--- config.mk ---
export PLATFORM = sky130hd
export DESIGN_NAME = alpha_weighted_box_downsample_8888
export DESIGN_NICKNAME = d
export VERILOG_FILES = /design/src/rtl/awbd_pkg.sv /design/src/rtl/awbd_weight.sv /design/src/rtl/awbd_lane.sv /design/src/rtl/alpha_weighted_box_downsample_8888.sv
export SDC_FILE = /design/constraint.sdc
export NUM_CORES = 2
export LEC_CHECK = 0
export BUFFER_PORTS_ARGS = -buffer_cell sky130_fd_sc_hd__buf_4
export CAP_MARGIN = 5
export CELL_PAD_IN_SITES_DETAIL_PLACEMENT = 0
export CELL_PAD_IN_SITES_GLOBAL_PLACEMENT = 2
export CORE_MARGIN = 5
export CORE_UTILIZATION = 48
export DETAILED_ROUTE_END_ITERATION = 10
export PLACE_DENSITY = 0.86
export SLEW_MARGIN = 20
export SYNTH_ARGS = -nofsm -noshare
export SYNTH_HDL_FRONTEND = slang
export SYNTH_HIERARCHICAL = 1
export SYNTH_SLANG_ARGS = --single-unit
--- constraint.sdc ---
create_clock -name aclk -period 16.2 [get_ports aclk]
set_input_delay 0.81 -clock aclk [delete_from_list [all_inputs] [get_ports aclk]]
set_output_delay 0.81 -clock aclk [all_outputs]
set_load 0.1 [all_outputs]
--- src/rtl/awbd_pkg.sv ---
// Shared constants and types for the alpha-weighted 2x2 downsampler.
package awbd_pkg;

    localparam int unsigned TEXELS     = 4;
    localparam int unsigned TEXEL_W    = 32;
    localparam int unsigned CHAN_W     = 8;
    localparam int unsigned WEIGHT_W   = 9;
    localparam int unsigned PROD_W     = 17;
    localparam int unsigned ACC_W      = 18;
    localparam int unsigned WSUM_W     = 11;
    localparam int unsigned ASUM_W     = 10;
    localparam int unsigned DIV_BITS   = 8;
    // Stage 0 multiplies, stage 1 sums, then one stage per quotient bit.
    localparam int unsigned NUM_STAGES = DIV_BITS + 2;

    localparam int unsigned RED_SHIFT   = 0;
    localparam int unsigned GREEN_SHIFT = 8;
    localparam int unsigned BLUE_SHIFT  = 16;
    localparam int unsigned ALPHA_SHIFT = 24;

    typedef logic [CHAN_W-1:0]                   chan_t;
    typedef logic [TEXELS-1:0][CHAN_W-1:0]       quad_byte_t;
    typedef logic [DIV_BITS-1:0][WSUM_W-1:0]     div_vec_t;

    typedef struct packed {
        logic [NUM_STAGES-1:0] adv;
    } awbd_ctl_t;

endpackage

--- src/rtl/awbd_weight.sv ---
// Weight and alpha sums, carried down the pipeline beside the color lanes.
module awbd_weight (
    input  logic                  aclk,
    input  awbd_pkg::awbd_ctl_t   ctl,
    input  awbd_pkg::quad_byte_t  alpha,
    output awbd_pkg::div_vec_t    divisor,
    output awbd_pkg::chan_t       alpha_out
);

    logic [awbd_pkg::WSUM_W-1:0] wsum_reg [0:awbd_pkg::DIV_BITS];
    logic [awbd_pkg::ASUM_W-1:0] asum_reg [0:awbd_pkg::NUM_STAGES-1];
    logic [awbd_pkg::WSUM_W-1:0] wsum_next;
    logic [awbd_pkg::ASUM_W-1:0] asum_next;

    always_comb begin
        wsum_next = '0;
        asum_next = '0;
        for (int i = 0; i < awbd_pkg::TEXELS; i++) begin
            asum_next = asum_next + awbd_pkg::ASUM_W'(alpha[i]);
        end
        // Each weight is alpha plus one, so the four ones add to the alpha sum.
        wsum_next = awbd_pkg::WSUM_W'(asum_next) + awbd_pkg::WSUM_W'(awbd_pkg::TEXELS);
    end

    always_ff @(posedge aclk) begin
        if (ctl.adv[0]) begin
            wsum_reg[0] <= wsum_next;
            asum_reg[0] <= asum_next;
        end
        for (int s = 1; s <= awbd_pkg::DIV_BITS; s++) begin
            if (ctl.adv[s]) begin
                wsum_reg[s] <= wsum_reg[s-1];
            end
        end
        for (int s = 1; s < awbd_pkg::NUM_STAGES; s++) begin
            if (ctl.adv[s]) begin
                asum_reg[s] <= asum_reg[s-1];
            end
        end
    end

    always_comb begin
        for (int k = 0; k < awbd_pkg::DIV_BITS; k++) begin
            divisor[k] = wsum_reg[k+1];
        end
    end

    assign alpha_out = asum_reg[awbd_pkg::NUM_STAGES-1][awbd_pkg::ASUM_W-1:2];

endmodule

--- src/rtl/awbd_lane.sv ---
// One color lane: weighting multiplies, quad sum and a pipelined restoring divider.
module awbd_lane (
    input  logic                  aclk,
    input  awbd_pkg::awbd_ctl_t   ctl,
    input  awbd_pkg::quad_byte_t  chan,
    input  awbd_pkg::quad_byte_t  alpha,
    input  awbd_pkg::div_vec_t    divisor,
    output awbd_pkg::chan_t       quotient
);

    logic [awbd_pkg::WEIGHT_W-1:0] weight   [awbd_pkg::TEXELS];
    logic [awbd_pkg::PROD_W-1:0]   prod_reg [awbd_pkg::TEXELS];
    logic [awbd_pkg::ACC_W-1:0]    acc_next;
    logic [awbd_pkg::ACC_W-1:0]    rem_reg  [0:awbd_pkg::DIV_BITS-1];
    logic [awbd_pkg::CHAN_W-1:0]   quo_reg  [1:awbd_pkg::DIV_BITS];

    always_comb begin
        for (int i = 0; i < awbd_pkg::TEXELS; i++) begin
            weight[i] = awbd_pkg::WEIGHT_W'(alpha[i]) + awbd_pkg::WEIGHT_W'(1);
        end
    end

    always_ff @(posedge aclk) begin
        if (ctl.adv[0]) begin
            for (int i = 0; i < awbd_pkg::TEXELS; i++) begin
                prod_reg[i] <= awbd_pkg::PROD_W'(chan[i]) * awbd_pkg::PROD_W'(weight[i]);
            end
        end
    end

    always_comb begin
        acc_next = '0;
        for (int i = 0; i < awbd_pkg::TEXELS; i++) begin
            acc_next = acc_next + awbd_pkg::ACC_W'(prod_reg[i]);
        end
    end

    always_ff @(posedge aclk) begin
        if (ctl.adv[1]) begin
            rem_reg[0] <= acc_next;
        end
    end

    // The quotient never exceeds 255, so each stage settles one bit, MSB first.
    for (genvar k = 1; k <= awbd_pkg::DIV_BITS; k++) begin : g_div
        logic [awbd_pkg::ACC_W-1:0]  shifted;
        logic                        fits;
        logic [awbd_pkg::CHAN_W-1:0] quo_prev;

        assign shifted = awbd_pkg::ACC_W'(divisor[k-1]) << (awbd_pkg::DIV_BITS - k);
        assign fits    = rem_reg[k-1] >= shifted;

        if (k == 1) begin : g_first
            assign quo_prev = '0;
        end else begin : g_rest
            assign quo_prev = quo_reg[k-1];
        end

        always_ff @(posedge aclk) begin
            if (ctl.adv[k+1]) begin
                quo_reg[k] <= quo_prev
                    | (awbd_pkg::CHAN_W'(fits) << (awbd_pkg::DIV_BITS - k));
            end
        end

        if (k < awbd_pkg::DIV_BITS) begin : g_rem
            always_ff @(posedge aclk) begin
                if (ctl.adv[k+1]) begin
                    rem_reg[k] <= fits ? rem_reg[k-1] - shifted : rem_reg[k-1];
                end
            end
        end
    end

    assign quotient = quo_reg[awbd_pkg::DIV_BITS];

endmodule

--- src/rtl/alpha_weighted_box_downsample_8888.sv ---
// Top level of the alpha-weighted 2x2 box downsampler for RGBA8888 texels.
//
//  Channel  Direction  Handshake          Word
//  s_       in         s_valid/s_ready    four 32-bit texels of one quad
//  m_       out        m_valid/m_ready    one 32-bit downsampled texel
//
// One quad enters per cycle while s_ready is high. The multiply stage loads at the
// accepting edge; the sum stage, the eight-stage divider in each color lane and
// the output register follow it.
// Reset clears only the valid bits; data registers hold whatever they last took.
// A stalled output holds its word; earlier stages keep filling until every
// stage holds a word, and only then does s_ready fall.
module alpha_weighted_box_downsample_8888 (
    input  logic        aclk,
    input  logic        aresetn,
    input  logic        s_valid,
    output logic        s_ready,
    input  logic [31:0] s_texel_top_left,
    input  logic [31:0] s_texel_top_right,
    input  logic [31:0] s_texel_bottom_left,
    input  logic [31:0] s_texel_bottom_right,
    output logic        m_valid,
    input  logic        m_ready,
    output logic [31:0] m_texel_out
);

    logic [awbd_pkg::TEXEL_W-1:0]    texel [awbd_pkg::TEXELS];
    awbd_pkg::quad_byte_t            red_q, green_q, blue_q, alpha_q;
    awbd_pkg::awbd_ctl_t             ctl;
    awbd_pkg::div_vec_t              divisor;
    awbd_pkg::chan_t                 red_out, green_out, blue_out, alpha_out;
    logic [awbd_pkg::NUM_STAGES-1:0] valid_reg;
    logic                            out_adv;
    logic                            m_valid_reg;
    logic [awbd_pkg::TEXEL_W-1:0]    texel_out_reg;

    assign texel[0] = s_texel_top_left;
    assign texel[1] = s_texel_top_right;
    assign texel[2] = s_texel_bottom_left;
    assign texel[3] = s_texel_bottom_right;

    always_comb begin
        for (int i = 0; i < awbd_pkg::TEXELS; i++) begin
            red_q[i]   = texel[i][awbd_pkg::RED_SHIFT   +: awbd_pkg::CHAN_W];
            green_q[i] = texel[i][awbd_pkg::GREEN_SHIFT +: awbd_pkg::CHAN_W];
            blue_q[i]  = texel[i][awbd_pkg::BLUE_SHIFT  +: awbd_pkg::CHAN_W];
            alpha_q[i] = texel[i][awbd_pkg::ALPHA_SHIFT +: awbd_pkg::CHAN_W];
        end
    end

    // A stage may load when it is empty or when the stage after it moves on,
    // so bubbles close up behind a stalled output.
    assign out_adv = !m_valid_reg || m_ready;

    always_comb begin
        ctl.adv[awbd_pkg::NUM_STAGES-1] = !valid_reg[awbd_pkg::NUM_STAGES-1] || out_adv;
        for (int s = awbd_pkg::NUM_STAGES - 2; s >= 0; s--) begin
            ctl.adv[s] = !valid_reg[s] || ctl.adv[s+1];
        end
    end

    always_ff @(posedge aclk) begin
        if (!aresetn) begin
            valid_reg   <= '0;
            m_valid_reg <= 1'b0;
        end else begin
            if (ctl.adv[0]) begin
                valid_reg[0] <= s_valid;
            end
            for (int s = 1; s < awbd_pkg::NUM_STAGES; s++) begin
                if (ctl.adv[s]) begin
                    valid_reg[s] <= valid_reg[s-1];
                end
            end
            if (out_adv) begin
                m_valid_reg <= valid_reg[awbd_pkg::NUM_STAGES-1];
            end
        end
    end

    awbd_weight u_weight (
        .aclk      (aclk),
        .ctl       (ctl),
        .alpha     (alpha_q),
        .divisor   (divisor),
        .alpha_out (alpha_out)
    );

    awbd_lane u_lane_red (
        .aclk     (aclk),
        .ctl      (ctl),
        .chan     (red_q),
        .alpha    (alpha_q),
        .divisor  (divisor),
        .quotient (red_out)
    );

    awbd_lane u_lane_green (
        .aclk     (aclk),
        .ctl      (ctl),
        .chan     (green_q),
        .alpha    (alpha_q),
        .divisor  (divisor),
        .quotient (green_out)
    );

    awbd_lane u_lane_blue (
        .aclk     (aclk),
        .ctl      (ctl),
        .chan     (blue_q),
        .alpha    (alpha_q),
        .divisor  (divisor),
        .quotient (blue_out)
    );

    // Merge stage: the three lane quotients and the alpha average form one texel.
    always_ff @(posedge aclk) begin
        if (out_adv) begin
            texel_out_reg <= {alpha_out, blue_out, green_out, red_out};
        end
    end

    assign s_ready     = ctl.adv[0];
    assign m_valid     = m_valid_reg;
    assign m_texel_out = texel_out_reg;

endmodule

==> metrics.cfg <==
[status]
status=completed

[clock_network]
postCtsResizedCells=0
cts.sinks=966
clk_latency_ns=0.74
path_clk_slew_ns=0.06
cts_tree=built
cts_setup_buffers=0
htreeDepth=3
cts_buffer_depth=3
cts_hold_buf=0
cts_made_buffers=106
root_buffer=clkbuf_16

[floorplanning]
rows=149
fp.dieH_um=418
dieArea_um2=175000
core_um2=165000
die_w_um=418
initial_core_util=0.483
io_pins=166

[sta]
fmax_mhz=168
worst_slew_pin_slew_ns=1.00
hold_violations=0
tns_ns=0
period_share=0.367
drv_slew=0
relSlewSlack=0.327
rsz0062_at_grt=false
fin_crit_ns=5.95
setup_viol=0
skew_ns=0.0736

[grt]
grt_max_degree=132
antenna_found_initial=16
grt_first_pass_wirelength_mm=299
track_usage=0.216
grt-ovfl-total=0
first_global_vias=53800

[critical_path]
path_max_fanout=34
criticalPathCategory=in -> reg
cp-start-kind=primary input
endpoint_kind=flop
reg2reg_from=u_lane_red/prod_reg[1][1]
reg2reg_slack_ns=12.20
required_ns=16.65
r2r-end=u_lane_red/rem_reg[0][17]
arrival_ns=6.39
r2r_cells=12

[logic_synthesis]
synth.top_cell.area_share=0.359
syn_avg_cell_area_um2=10.9
synth_commonest_cells=inv_1 (1075), edfxtp_1 (955), ha_1 (781), fa_1 (643), nor2b_1 (506)
synth_edf_count=955
synth_cell_type_count=101
ys_ff_latch=966
synth_ff_type=edfxtp_1
synth_top_area_cell=edfxtp_1
syn_inst=7310
post-synth-top-count-cell=inv_1
syn-num-nets=8866
synthTopCellsByArea=edfxtp_1 (36%), fa_1 (16%), ha_1 (12%), inv_1 (5.1%), nor2b_1 (4.0%)
ys.warnings.count=6
ys_seq_area_frac=0.362
synth_area_um2=79800
synthArstFlopShare=0

[finish]
nNetsFinal=9076
area_growth_pct=9.36
nFillCells=14800
final_area_um2=87300
final_cells=9808
drive_gt1_frac=0.0694

[route]
routedWlPerCell_um=19.0
vias_per_cell=5.30
firstDrtPassIters=5
wirelength_mm=186
drc_errors=0
num_vias=52000
ant_nets=0
drt-initial-drc-count=2951

[min_path]
hold_path_class=in -> reg
hold_end=valid_reg[0]
hold_path_depth=2
hold_start=s_valid

[placement]
hpwl_mm=150
dpl.cell_count=9600
gp_congestion=0.875
dpl_cell_area_um2=83600
numPortBuffers=165

[run]
drv_cap=0

==> worst max path at each step <==
| stage | start | to | cells after the start |
|---|---|---|---|
| global route | s_texel_bottom_right[24] | u_lane_red/prod_reg[3][15] | 17 |
| floorplan | m_valid | u_lane_blue/prod_reg[0][0] | 4 |
| global placement | s_texel_bottom_right[24] | u_lane_red/prod_reg[3][15] | 17 |
| CTS | s_texel_bottom_right[24] | u_lane_red/prod_reg[3][15] | 17 |
| detailed placement | s_texel_bottom_right[24] | u_lane_red/prod_reg[3][15] | 17 |
| finish | s_texel_bottom_right[24] | u_lane_red/prod_reg[3][15] | 17 |
==> per-stage QoR <==
| stage | setup slack, ns | hold WS (ns) | utilization |
|---|---|---|---|
| 2_1_floorplan | 6.02 | 0.400 | - |
| 3_3_place_gp | 9.60 | 0.401 | 0.506 |
| 3_5_place_dp | 9.57 | 0.405 | 0.506 |
| 4_1_cts | 10.34 | 0.232 | 0.528 |
| 5_1_grt | 9.91 | 0.258 | 0.528 |
| 6_report | 10.25 | 0.289 | 0.529 |
==> cell usage in the layout, fill, tap and decap left out, types with 48 or more instances in the layout <==
cell       Yosys  layout
xnor2_1      265     265
buf_4         20     181
nand3_1      123     120
inv_1       1075    1074
nand2b_1     155     154
a21o_1       129     129
fa_1         643     643
o21ai_0      242     242
and2_1       304     304
a21oi_1      339     338
nor3_1        78      77
clkbuf_16      0     106
nor2_1       321     321
xor2_1       175     175
ha_1         781     781
nor2b_1      506     506
mux2_2        92      92
nand2_1      324     322
o21a_1        87      87
and3_1        48      48
edfxtp_1     955     955
==> cells by family (layout without fill, tap and decap cells) <==
| logic type | after synthesis | count (layout) | synth area share |
|---|---|---|---|
| AND/OR/NAND/NOR | 2058 | 2058 | 0.141 |
| XOR/XNOR | 441 | 441 | 0.0485 |
| multiplexers | 128 | 128 | 0.0176 |
| buffers and inverters | 1160 | 1461 | 0.0563 |
| flip-flops | 966 | 966 | 0.362 |
| adder cells (fa/ha/maj) | 1424 | 1424 | 0.284 |
| other | 0 | 8 | 0 |
| AO/OA/AOI/OAI | 1133 | 1133 | 0.0909 |
==> area by class of cell <==
cell class,instances,area (um^2),share of cell area
Multi-Input combinational cell,5184,46500,0.533
Sequential cell,966,28900,0.331
Clock buffer,127,2750,0.0315
Tap cell,2189,2740,0.0314
Timing Repair Buffer,183,1390,0.0160
Antenna cell,8,20.0,0.000229
Inverter,1079,4060,0.0465
Clock inverter,72,933,0.0107
==> critical path, cell delays in order <==
cell and delay [ns]:
buf_4 0.39, ha_1 0.27, nand3_1 0.11, nor2_1 0.17
xor2_1 0.52, nand2_1 0.17, fa_1 0.55, fa_1 0.46
fa_1 0.48, fa_1 0.49, inv_1 0.04, ha_1 0.32
a2111oi_0 0.55, nand2_1 0.15, a221oi_1 0.49, mux2i_1 0.26
o2111ai_1 0.13
==> routing by layer <==
metal	wire [um]	global-route usage	vias to the layer above	share of wire
met5	125	0	-	0.00067
met4	5470	0.0586	18	0.029
met3	7090	0.0319	269	0.038
met2	91400	0.377	830	0.49
met1	82400	0.283	25500	0.44
li1	-	-	25400	-
Power is left out: the tool's default activity adds up to more than one toggle a clock period on the data nets, which glitch-free logic cannot reach.
